--- config.mk ---
export PLATFORM = sky130hd
export DESIGN_NAME = gcn_post_norm_mean_pool
export DESIGN_NICKNAME = d
export VERILOG_FILES = /design/src/gpnmp_pkg.sv /design/src/gpnmp_div.sv /design/src/gpnmp_mul.sv /design/src/gcn_post_norm_mean_pool.sv
export SDC_FILE = /design/constraint.sdc
export NUM_CORES = 1
export LEC_CHECK = 0
export BUFFER_PORTS_ARGS = -buffer_cell sky130_fd_sc_hd__buf_2
export CORE_UTILIZATION = 30
export DETAILED_ROUTE_END_ITERATION = 8
export PLACE_DENSITY = 0.46
export SLEW_MARGIN = 15
export SYNTH_ARGS = -nofsm -noshare
export SYNTH_HDL_FRONTEND = slang
export SYNTH_SLANG_ARGS = --single-unit
export TNS_END_PERCENT = 50
--- constraint.sdc ---
create_clock -name clk_i -period 16.5 [get_ports clk_i]
set_input_delay 3.3 -clock clk_i [delete_from_list [all_inputs] [get_ports clk_i]]
set_output_delay 3.3 -clock clk_i [all_outputs]
set_load 0.03 [all_outputs]
--- src/gpnmp_pkg.sv ---
// Shared types and constants for the GCN post-norm mean pooling block.
// No dependencies; used by gpnmp_div, gpnmp_mul and gcn_post_norm_mean_pool.
package gpnmp_pkg;

  localparam int unsigned WORD_W     = 32;
  localparam int unsigned DEGREE_W   = 10;
  localparam int unsigned COUNT_W    = 11;
  localparam int unsigned DIMIDX_W   = 7;
  localparam int unsigned STEP_W     = 6;

  localparam int unsigned IN_TDATA_W  = 240;
  localparam int unsigned OUT_TDATA_W = 32;
  localparam int unsigned OUT_TUSER_W = 8;

  localparam int unsigned OFS_MESSAGE = 0;
  localparam int unsigned OFS_FEATURE = 32;
  localparam int unsigned OFS_DEGREE  = 64;
  localparam int unsigned OFS_ROOT    = 74;
  localparam int unsigned OFS_MEAN    = 106;
  localparam int unsigned OFS_SQRTVAR = 138;
  localparam int unsigned OFS_SCALE   = 170;
  localparam int unsigned OFS_SHIFT   = 202;

  typedef struct packed {
    logic              start;
    logic [STEP_W-1:0] steps;
  } div_req_t;

endpackage

--- src/gpnmp_div.sv ---
// Bit-serial restoring divider, unsigned, one quotient bit per cycle.
// Depends on gpnmp_pkg (div_req_t, WORD_W, STEP_W).
module gpnmp_div #(
  parameter int unsigned DW = 48
) (
  input  logic                       clk_i,
  input  logic                       rst_ni,
  input  gpnmp_pkg::div_req_t        req_i,
  input  logic [DW-1:0]              dividend_i,
  input  logic [gpnmp_pkg::WORD_W-1:0] divisor_i,
  output logic                       done_o,
  output logic [DW-1:0]              quotient_o
);

  localparam int unsigned W = gpnmp_pkg::WORD_W;

  logic                         busy_q;
  logic                         done_q;
  logic [gpnmp_pkg::STEP_W-1:0] cnt_q;
  logic [W-1:0]                 rem_q;
  logic [W-1:0]                 dsr_q;
  logic [DW-1:0]                dd_q;

  logic [W:0]   rem_sh;
  logic [W+1:0] trial;
  logic         ge;

  assign rem_sh = {rem_q, dd_q[DW-1]};
  assign trial  = {1'b0, rem_sh} - {2'b00, dsr_q};
  assign ge     = ~trial[W+1];

  always_ff @(posedge clk_i or negedge rst_ni) begin
    if (!rst_ni) begin
      busy_q <= 1'b0;
      done_q <= 1'b0;
      cnt_q  <= '0;
    end else begin
      done_q <= 1'b0;
      if (req_i.start) begin
        busy_q <= 1'b1;
        cnt_q  <= req_i.steps;
      end else if (busy_q) begin
        cnt_q <= cnt_q - gpnmp_pkg::STEP_W'(1);
        if (cnt_q == gpnmp_pkg::STEP_W'(1)) begin
          busy_q <= 1'b0;
          done_q <= 1'b1;
        end
      end
    end
  end

  always_ff @(posedge clk_i) begin
    if (req_i.start) begin
      rem_q <= '0;
      dsr_q <= divisor_i;
      dd_q  <= dividend_i;
    end else if (busy_q) begin
      rem_q <= ge ? trial[W-1:0] : rem_sh[W-1:0];
      dd_q  <= {dd_q[DW-2:0], ge};
    end
  end

  assign done_o     = done_q;
  assign quotient_o = dd_q;

endmodule

--- src/gpnmp_mul.sv ---
// Bit-serial signed 32x32 multiplier, one multiplier bit per cycle.
// Depends on gpnmp_pkg (WORD_W).
module gpnmp_mul (
  input  logic                           clk_i,
  input  logic                           rst_ni,
  input  logic                           start_i,
  input  logic [gpnmp_pkg::WORD_W-1:0]   a_i,
  input  logic [gpnmp_pkg::WORD_W-1:0]   b_i,
  output logic                           done_o,
  output logic [2*gpnmp_pkg::WORD_W-1:0] product_o
);

  localparam int unsigned W = gpnmp_pkg::WORD_W;

  logic                 busy_q;
  logic                 done_q;
  logic [4:0]           cnt_q;
  logic [W:0]           hi_q;
  logic [W-1:0]         lo_q;
  logic [W-1:0]         a_q;

  logic [W+1:0] a_ext;
  logic [W+1:0] addend;
  logic [W+1:0] sum;
  logic         last;

  assign last   = (cnt_q == 5'd31);
  assign a_ext  = {{2{a_q[W-1]}}, a_q};
  assign addend = lo_q[0] ? (last ? (~a_ext + (W+2)'(1)) : a_ext) : '0;
  assign sum    = {hi_q[W], hi_q} + addend;

  always_ff @(posedge clk_i or negedge rst_ni) begin
    if (!rst_ni) begin
      busy_q <= 1'b0;
      done_q <= 1'b0;
      cnt_q  <= '0;
    end else begin
      done_q <= 1'b0;
      if (start_i) begin
        busy_q <= 1'b1;
        cnt_q  <= '0;
      end else if (busy_q) begin
        cnt_q <= cnt_q + 5'd1;
        if (last) begin
          busy_q <= 1'b0;
          done_q <= 1'b1;
        end
      end
    end
  end

  always_ff @(posedge clk_i) begin
    if (start_i) begin
      hi_q <= '0;
      lo_q <= b_i;
      a_q  <= a_i;
    end else if (busy_q) begin
      hi_q <= sum[W+1:1];
      lo_q <= {sum[0], lo_q[W-1:1]};
    end
  end

  assign done_o    = done_q;
  assign product_o = {hi_q[W-1:0], lo_q};

endmodule

--- src/gcn_post_norm_mean_pool.sv ---
// GCN readout: per-node update, batch norm and global mean pooling per dimension.
// Depends on gpnmp_pkg, gpnmp_div and gpnmp_mul.
//
// Usage: items enter on the s_axis channel one at a time, dimension-major,
// node_count items per dimension (at most MAX_NODES, one when it is zero).
// Each item runs on a shared bit-serial divider and a bit-serial multiplier:
// an accept step, the degree divide, the variance divide (skipped when
// sqrt_var is zero), the scale multiply and an accumulate step.
// s_axis_tready is high only while no item is in progress. On the last node of
// a dimension a mean divide (skipped when the count is zero) and an output
// step follow; tlast marks the final dimension, tuser carries the dimension
// index and the divide-by-zero flag.
// The output register holds a result until taken; the next item is accepted
// meanwhile, and a second result waits in the block until the register frees
// up. node_count is to be written by cfg_we_i only while idle; the block does
// not enforce it. Reset clears the sum, node and dimension positions, the
// flag and the output valid, and sets node_count to 1. No clearing pass is
// needed.
module gcn_post_norm_mean_pool #(
  parameter int unsigned MAX_NODES    = 1024,
  parameter int unsigned FEATURE_DIMS = 128,
  parameter int unsigned FRAC_BITS    = 16
) (
  input  logic                                clk_i,
  input  logic                                rst_ni,
  input  logic                                cfg_we_i,
  input  logic [gpnmp_pkg::COUNT_W-1:0]       cfg_wdata_i,
  input  logic                                s_axis_tvalid,
  output logic                                s_axis_tready,
  // message_value, node_feature, degree, root_weight, norm_mean,
  // norm_sqrt_var, norm_scale, norm_shift, zero pad
  input  logic [gpnmp_pkg::IN_TDATA_W-1:0]    s_axis_tdata,
  output logic                                m_axis_tvalid,
  input  logic                                m_axis_tready,
  // mean_value
  output logic [gpnmp_pkg::OUT_TDATA_W-1:0]   m_axis_tdata,
  // dim_index, div_zero
  output logic [gpnmp_pkg::OUT_TUSER_W-1:0]   m_axis_tuser,
  output logic                                m_axis_tlast
);

  localparam int unsigned W     = gpnmp_pkg::WORD_W;
  localparam int unsigned CW    = gpnmp_pkg::COUNT_W;
  localparam int unsigned DW    = W + FRAC_BITS;
  localparam int unsigned DIM_W = (FEATURE_DIMS > 1) ? $clog2(FEATURE_DIMS) : 1;

  typedef enum logic [2:0] {
    ST_IDLE,
    ST_DEG,
    ST_VAR,
    ST_MUL,
    ST_ACC,
    ST_MEAN,
    ST_OUT
  } state_e;

  state_e               state_q;
  logic [CW-1:0]        node_count_q;
  logic [CW-1:0]        np_q;
  logic [DIM_W-1:0]     dim_q;
  logic                 zdiv_q;
  logic                 div_start_q;
  logic                 mul_start_q;
  logic                 m_valid_q;

  logic [W-1:0]         msg_q, feat_q, root_q, nmean_q, sv_q, scale_q, shift_q;
  logic [gpnmp_pkg::DEGREE_W-1:0] deg_q;
  logic [W-1:0]         diff_q;
  logic [W-1:0]         q_q;
  logic [W-1:0]         sum_q;
  logic [W-1:0]         mean_q;
  logic                 dz_q;
  logic [W-1:0]         out_data_q;
  logic [gpnmp_pkg::DIMIDX_W-1:0] out_dim_q;
  logic                 out_last_q;
  logic                 out_dz_q;

  gpnmp_pkg::div_req_t  div_req;
  logic [DW-1:0]        div_dividend;
  logic [W-1:0]         div_divisor;
  logic                 div_done;
  logic [DW-1:0]        div_quo;
  logic                 mul_done;
  logic [2*W-1:0]       mul_prod;

  logic [W-1:0]         pre;
  logic [W-2:0]         relu;
  logic [W-1:0]         x_val;
  logic [W-1:0]         diff_mag;
  logic [W-1:0]         sv_mag;
  logic                 var_neg;
  logic [W-1:0]         sum_mag;
  logic [CW-1:0]        count;
  logic [W-1:0]         y_val;
  logic [W-1:0]         sum_next;
  logic                 more_nodes;
  logic                 sv_zero;
  logic                 out_free;

  assign pre      = feat_q + root_q;
  assign relu     = pre[W-1] ? '0 : pre[W-2:0];
  assign x_val    = msg_q + div_quo[W-1:0];
  assign diff_mag = diff_q[W-1] ? (~diff_q + W'(1)) : diff_q;
  assign sv_mag   = sv_q[W-1] ? (~sv_q + W'(1)) : sv_q;
  assign var_neg  = diff_q[W-1] ^ sv_q[W-1];
  assign sum_mag  = sum_q[W-1] ? (~sum_q + W'(1)) : sum_q;
  assign sv_zero  = (sv_q == '0);
  assign count    = ({21'b0, node_count_q} > 32'(MAX_NODES)) ? CW'(MAX_NODES)
                                                               : node_count_q;
  assign y_val    = mul_prod[FRAC_BITS+W-1:FRAC_BITS] + shift_q;
  assign sum_next = sum_q + y_val;
  assign more_nodes = ({1'b0, np_q} + (CW+1)'(1)) < {1'b0, count};
  assign out_free = ~m_valid_q | m_axis_tready;

  always_comb begin
    div_req.start = div_start_q;
    case (state_q)
      ST_DEG: begin
        div_req.steps = gpnmp_pkg::STEP_W'(W - 1);
        div_dividend  = DW'(relu) << (DW - (W - 1));
        div_divisor   = W'({1'b0, deg_q} + (gpnmp_pkg::DEGREE_W+1)'(1));
      end
      ST_VAR: begin
        div_req.steps = gpnmp_pkg::STEP_W'(DW);
        div_dividend  = DW'(diff_mag) << FRAC_BITS;
        div_divisor   = sv_mag;
      end
      default: begin
        div_req.steps = gpnmp_pkg::STEP_W'(W);
        div_dividend  = DW'(sum_mag) << (DW - W);
        div_divisor   = W'(count);
      end
    endcase
  end

  gpnmp_div #(
    .DW (DW)
  ) u_div (
    .clk_i      (clk_i),
    .rst_ni     (rst_ni),
    .req_i      (div_req),
    .dividend_i (div_dividend),
    .divisor_i  (div_divisor),
    .done_o     (div_done),
    .quotient_o (div_quo)
  );

  gpnmp_mul u_mul (
    .clk_i     (clk_i),
    .rst_ni    (rst_ni),
    .start_i   (mul_start_q),
    .a_i       (q_q),
    .b_i       (scale_q),
    .done_o    (mul_done),
    .product_o (mul_prod)
  );

  always_ff @(posedge clk_i or negedge rst_ni) begin
    if (!rst_ni) begin
      state_q      <= ST_IDLE;
      node_count_q <= CW'(1);
      np_q         <= '0;
      dim_q        <= '0;
      zdiv_q       <= 1'b0;
      div_start_q  <= 1'b0;
      mul_start_q  <= 1'b0;
      m_valid_q    <= 1'b0;
      sum_q        <= '0;
    end else begin
      div_start_q <= 1'b0;
      mul_start_q <= 1'b0;
      if (cfg_we_i) begin
        node_count_q <= cfg_wdata_i;
      end
      if (m_valid_q && m_axis_tready && (state_q != ST_OUT)) begin
        m_valid_q <= 1'b0;
      end
      case (state_q)
        ST_IDLE: begin
          if (s_axis_tvalid) begin
            div_start_q <= 1'b1;
            state_q     <= ST_DEG;
          end
        end
        ST_DEG: begin
          if (div_done) begin
            if (sv_zero) begin
              zdiv_q      <= 1'b1;
              mul_start_q <= 1'b1;
              state_q     <= ST_MUL;
            end else begin
              div_start_q <= 1'b1;
              state_q     <= ST_VAR;
            end
          end
        end
        ST_VAR: begin
          if (div_done) begin
            mul_start_q <= 1'b1;
            state_q     <= ST_MUL;
          end
        end
        ST_MUL: begin
          if (mul_done) begin
            sum_q   <= sum_next;
            state_q <= ST_ACC;
          end
        end
        ST_ACC: begin
          if (more_nodes) begin
            np_q    <= np_q + CW'(1);
            state_q <= ST_IDLE;
          end else if (count == '0) begin
            state_q <= ST_OUT;
          end else begin
            div_start_q <= 1'b1;
            state_q     <= ST_MEAN;
          end
        end
        ST_MEAN: begin
          if (div_done) begin
            state_q <= ST_OUT;
          end
        end
        ST_OUT: begin
          if (out_free) begin
            m_valid_q <= 1'b1;
            np_q      <= '0;
            zdiv_q    <= 1'b0;
            sum_q     <= '0;
            dim_q     <= (dim_q == DIM_W'(FEATURE_DIMS - 1)) ? '0 : dim_q + DIM_W'(1);
            state_q   <= ST_IDLE;
          end
        end
        default: begin
          state_q <= ST_IDLE;
        end
      endcase
    end
  end

  always_ff @(posedge clk_i) begin
    case (state_q)
      ST_IDLE: begin
        if (s_axis_tvalid) begin
          msg_q   <= s_axis_tdata[gpnmp_pkg::OFS_MESSAGE +: W];
          feat_q  <= s_axis_tdata[gpnmp_pkg::OFS_FEATURE +: W];
          deg_q   <= s_axis_tdata[gpnmp_pkg::OFS_DEGREE  +: gpnmp_pkg::DEGREE_W];
          root_q  <= s_axis_tdata[gpnmp_pkg::OFS_ROOT    +: W];
          nmean_q <= s_axis_tdata[gpnmp_pkg::OFS_MEAN    +: W];
          sv_q    <= s_axis_tdata[gpnmp_pkg::OFS_SQRTVAR +: W];
          scale_q <= s_axis_tdata[gpnmp_pkg::OFS_SCALE   +: W];
          shift_q <= s_axis_tdata[gpnmp_pkg::OFS_SHIFT   +: W];
        end
      end
      ST_DEG: begin
        if (div_done) begin
          diff_q <= x_val - nmean_q;
          q_q    <= '0;
        end
      end
      ST_VAR: begin
        if (div_done) begin
          q_q <= var_neg ? (~div_quo[W-1:0] + W'(1)) : div_quo[W-1:0];
        end
      end
      ST_ACC: begin
        mean_q <= '0;
        dz_q   <= zdiv_q | (count == '0);
      end
      ST_MEAN: begin
        if (div_done) begin
          mean_q <= sum_q[W-1] ? (~div_quo[W-1:0] + W'(1)) : div_quo[W-1:0];
        end
      end
      ST_OUT: begin
        if (out_free) begin
          out_data_q <= mean_q;
          out_dim_q  <= gpnmp_pkg::DIMIDX_W'(dim_q);
          out_last_q <= (dim_q == DIM_W'(FEATURE_DIMS - 1));
          out_dz_q   <= dz_q;
        end
      end
      default: begin
      end
    endcase
  end

  assign s_axis_tready = (state_q == ST_IDLE);
  assign m_axis_tvalid = m_valid_q;
  assign m_axis_tdata  = out_data_q;
  assign m_axis_tuser  = {out_dz_q, out_dim_q};
  assign m_axis_tlast  = out_last_q;

endmodule

# == After elaboration in Yosys (flattened, before gate mapping) ==
# Index checks and enable logic that the tools add are counted.
# totals
wordCells,178
in_bits,256
regBits,664
output_inout_bits,43
# op_classes
reduce_logical,21
bitwise,10
order_cmp,2
muxes,72
n_eq_ne,18
addsub,18
# ops
op,count
$mux 32,13
$pmux 32 s2,4
$add 32x1->32 const B,4
$add 32x32->32,4
$not 32->32,4
$mux 48,2
$pmux 48 s2,1
$mux 34,2
$add 34x1->34 const B,1
$add 34x34->34,1
$not 34->34,1
$sub 33x32->34,1
$mux 11,3
$logic_not 32->1,1
$sub 32x32->32,1
$mux 31,1
$mux 1,27
$pmux 11 s2,1
$mux 3,7
$pmux 3 s7,1
$reduce_bool 2->1,7
$add 11x1->12 const B,1
$lt 12x11->1,1
$mux 6,2
31 further kinds,50

# == Depth between registers and ports, before layout ==
# logic_depth
word_depth,7
ltp_mapped,22
ltp_nobuf,22

# == Hierarchy ==
# Synthesis repeated with hierarchy kept, for this count alone.
# unflattened
cells_unflattened,3425
hier_area_um2,37970.2
# modules_own_cells
mod,n_inst,area_each_um2,cells_per_inst,seq_area_each_um2
gcn_post_norm_mean_pool,1,24521.0,2121,12873.6
gpnmp_div,1,6807.8,650,3243.1
gpnmp_mul,1,6641.4,654,2757.6

# == Worst setup path before layout ==
# OpenSTA, ideal clock, no wires.
# synth_path
path_kind,input-to-reg
startpoint,in s_axis_tvalid
endpoint,"reg deg_q[0] in the netlist's numbering, enable pin"
n_path_buf,0
cell_stages,1
t_required_ns,15.877
path_slack_ns,7.265
setup_ns,0.623
arrival_time_ns,8.612
cell_sequence,and2_1
# synth_between
elab_chain_cells,1
# synth_rtl
element,line,source
"start, declared",gcn_post_norm_mean_pool.sv:28,"input logic s_axis_tvalid,"
$reduce_and 2->1 (no source line),--,
"end signal, assigned",gcn_post_norm_mean_pool.sv:248,deg_q <= s_axis_tdata[gpnmp_pkg::OFS_DEGREE +: gpnmp_pkg::DEGREE_W];
"end, declared",gcn_post_norm_mean_pool.sv:67,logic [gpnmp_pkg::DEGREE_W-1:0] deg_q;
# Every way passes these cells.
# A chain may end at the register's enable or synchronous reset.

# == Worst setup path after layout ==
# layout_path
startpoint,in s_axis_tvalid
endpoint,"reg nmean_q[29], enable pin"
# layout_between
elab_chain_cells,1
# layout_rtl
element,line,source
$reduce_and 2->1 (no source line),--,
"end signal, assigned",gcn_post_norm_mean_pool.sv:250,nmean_q <= s_axis_tdata[gpnmp_pkg::OFS_MEAN +: W];
"end, declared",gcn_post_norm_mean_pool.sv:66,"logic [W-1:0] msg_q, feat_q, root_q, nmean_q, sv_q, scale_q, shift_q;"
# Every way passes these cells.

==> out/metrics.csv <==
metric;value;unit
DRC errors left;0;
Cell Area, Placed;0.04035;mm^2
critical-path maximum fanout;63;
Mapped Area;0.03697;mm^2
critical path's most frequent cell;buf_4;
max cap viols;0;
IO Pins;299;
gr usage total;16.26;%
critical path endpoint category;flop;
Avg Inst Size Synth;11.01;um^2
Mapped Cells;3358;
H-Tree Depth;3;
Core Region;0.1220;mm^2
Crit Path Class;input port to flop;
cts hold-fix bufs;0;
gp weighted congestion;0.8545;
final std cells w/o fill;5351;
CTS resizes;0;
Critical Path RT;16810;ps
Peak Freq;0.1776;GHz
Post-synth top flop;edfxtp_1;
first-pass iteration count of the detailed router;6;
DR iter-0 viols;1930;
unrepaired setup endpoints after global routing;no;
initial core utilization;30.30;%
Clock Tree Buf Depth;3;
worst slew pin tran;1029;ps
first-pass GRT wire length;155500;um
final-report max-slew violation count;0;
Final TNS setup;0;ps
Filler cells;12290;
Startpoint Class;input port;
clk_skew;56.90;ps
peak supply drop;0.09033;mV
post-synth cell types;76;
Power, Total;8.773;mW
Arrival @ worst endpoint;5940;ps
max FFs per register;48;
Seq/Total Area, Yosys;51.05;%
Area Overhead vs Synth;16.77;%
# nets final;4157;
Max stage delay on crit path;720;ps
Reg2Reg Setup Slack;10890;ps
final hold viol count;0;
TritonCTS clock tree;built;
die width;353.1;um
WP buf/inv;4;
max-slew headroom at the worst pin;31.42;%
die area;0.1247;mm^2
largest area contributor in the netlist;edfxtp_1;
post-DP HPWL;76390;um
clk root buf;clkbuf_16;
setup violators final;0;
number of flops mapped to enable cells by yosys;516;
Synth top cells by count;516 x edfxtp_1, 294 x nor2_1, 271 x nand2_1;
Place WS;10010;ps
# diodes;0;
Tcrit/Tclk final;34.12;%
count leader, synth;edfxtp_1;
worst-path cell chain;buf_2 -> and2_4 -> buf_4 -> buf_4 -> buf_4;
initial antenna violation count;3;
CTS Buf Count;84;
via-per-instance ratio;4.858;
placed cells;5194;
Die Y;353.1;um
final core utilization;35.38;%
clock-pin transition on the worst setup and hold timing paths;60;ps
P_leak;17.13;nW
setup bufs post-CTS;0;
Cell Rows;128;
synth top area cells;edfxtp_1 42%, ha_1 6.1%, dfrtp_1 5.5%, xnor2_1 5.1%, fa_1 3.6%;
Min Hold Slack;383.1;ps
Port Buffer Count;292;
Synthesized Nets;3860;
Avg WL per Cell;19.09;um
Final WS setup;10870;ps
share of layout cells above drive strength 1;14.71;%
CP top delay family;buffers and inverters;
Seq cells post-synth;664;
status;complete, no violations;
Async S/R FF share, synth;12.50;%
fin crit period;5630;ps
Post-DRT Antenna Nets;0;
Yosys warning total;0;
worst skew pair latency;700;ps
largest net degree at the start of global routing;71;
gr ovfl total;0;
Min-Delay Path Class;flop to flop;
Pwr per Cell Area;203.2;mW/mm^2
slowest CP cell;buf_4;
vias in the first global route;25630;
design area;0.04317;mm^2
vias;26000;
Sink Count;664;
total wire length;102100;um
Yosys top cell area share;41.91;%
==> worst reg2reg max path: cells and delay by family, from the launching register on <==
kind	cells	cell delay, ps
AO/OA/AOI/OAI	5	960
adder cells (fa/ha/maj)	1	350
AND/OR/NAND/NOR	12	3270
XOR/XNOR	1	90
flip-flops	1	440
multiplexers	1	360
==> final timing paths <==
kind | depth (start not counted) | end | start
max | 5 | nmean_q[29]$_DFFE_PP_ | s_axis_tvalid
min | 0 | m_axis_tdata[19]$_DFFE_PP_ | mean_q[19]$_SDFFCE_PN0P_
max reg2reg | 20 | u_mul.hi_q[32]$_SDFFE_PP0P_ | u_mul.a_q[3]$_DFFE_PP_
min reg2reg | 0 | m_axis_tdata[19]$_DFFE_PP_ | mean_q[19]$_SDFFCE_PN0P_
max in group asynchronous | 2 | mul_start_q$_DFF_PN0_ | rst_ni
min in group asynchronous | 1 | sum_q[26]$_DFFE_PN0P_ | rst_ni
==> kinds of logic after synthesis <==
kind of cell / share of synthesized area [%]
buf+inv: 3.391
fa+ha+maj: 9.665
flops: 51.05
xor+xnor: 7.983
simple gates: 12.05
mux: 2.531
compound gates: 13.33
==> cell type report <==
cell class,count,area [um^2],share of cell area (%)
clock buffers,98,2206,5.109
clock inverters,59,616.8,1.429
inverters,220,825.8,1.913
multi-input cells,2361,16900,39.15
flip-flops and latches,664,18890,43.74
well taps,1625,2033,4.709
repair buffers,324,1704,3.947
==> layout by cell type (no fill, tap or decap), types with 60 or more instances in the layout <==
cell	synthesis	layout
edfxtp_1	516	516
nor2_1	294	291
buf_2	0	291
nand2_1	271	270
xnor2_1	217	217
inv_1	216	215
ha_1	180	180
o21ai_0	169	169
a21oi_1	170	168
xor2_1	120	119
a21o_1	97	97
clkbuf_16	0	85
dfrtp_1	82	77
nand3_1	70	69
fa_1	66	66
dfxtp_1	65	65
o31ai_1	60	60
==> power by group <==
group / switching [mW] / internal, mW
Sequential: 0.355 / 2.37
Combinational: 2.50 / 1.67
Clock: 0.772 / 1.11
Total: 3.62 / 5.15
==> routing by layer <==
| metal | GRT usage (%) | wire [um] |
|---|---|---|
| met3 | 3.251 | 5388 |
| met5 | 0 | 13 |
| met1 | 23.83 | 50850 |
| met4 | 4.199 | 2296 |
| met2 | 24.29 | 43590 |
(Power assumes the default switching activity.)
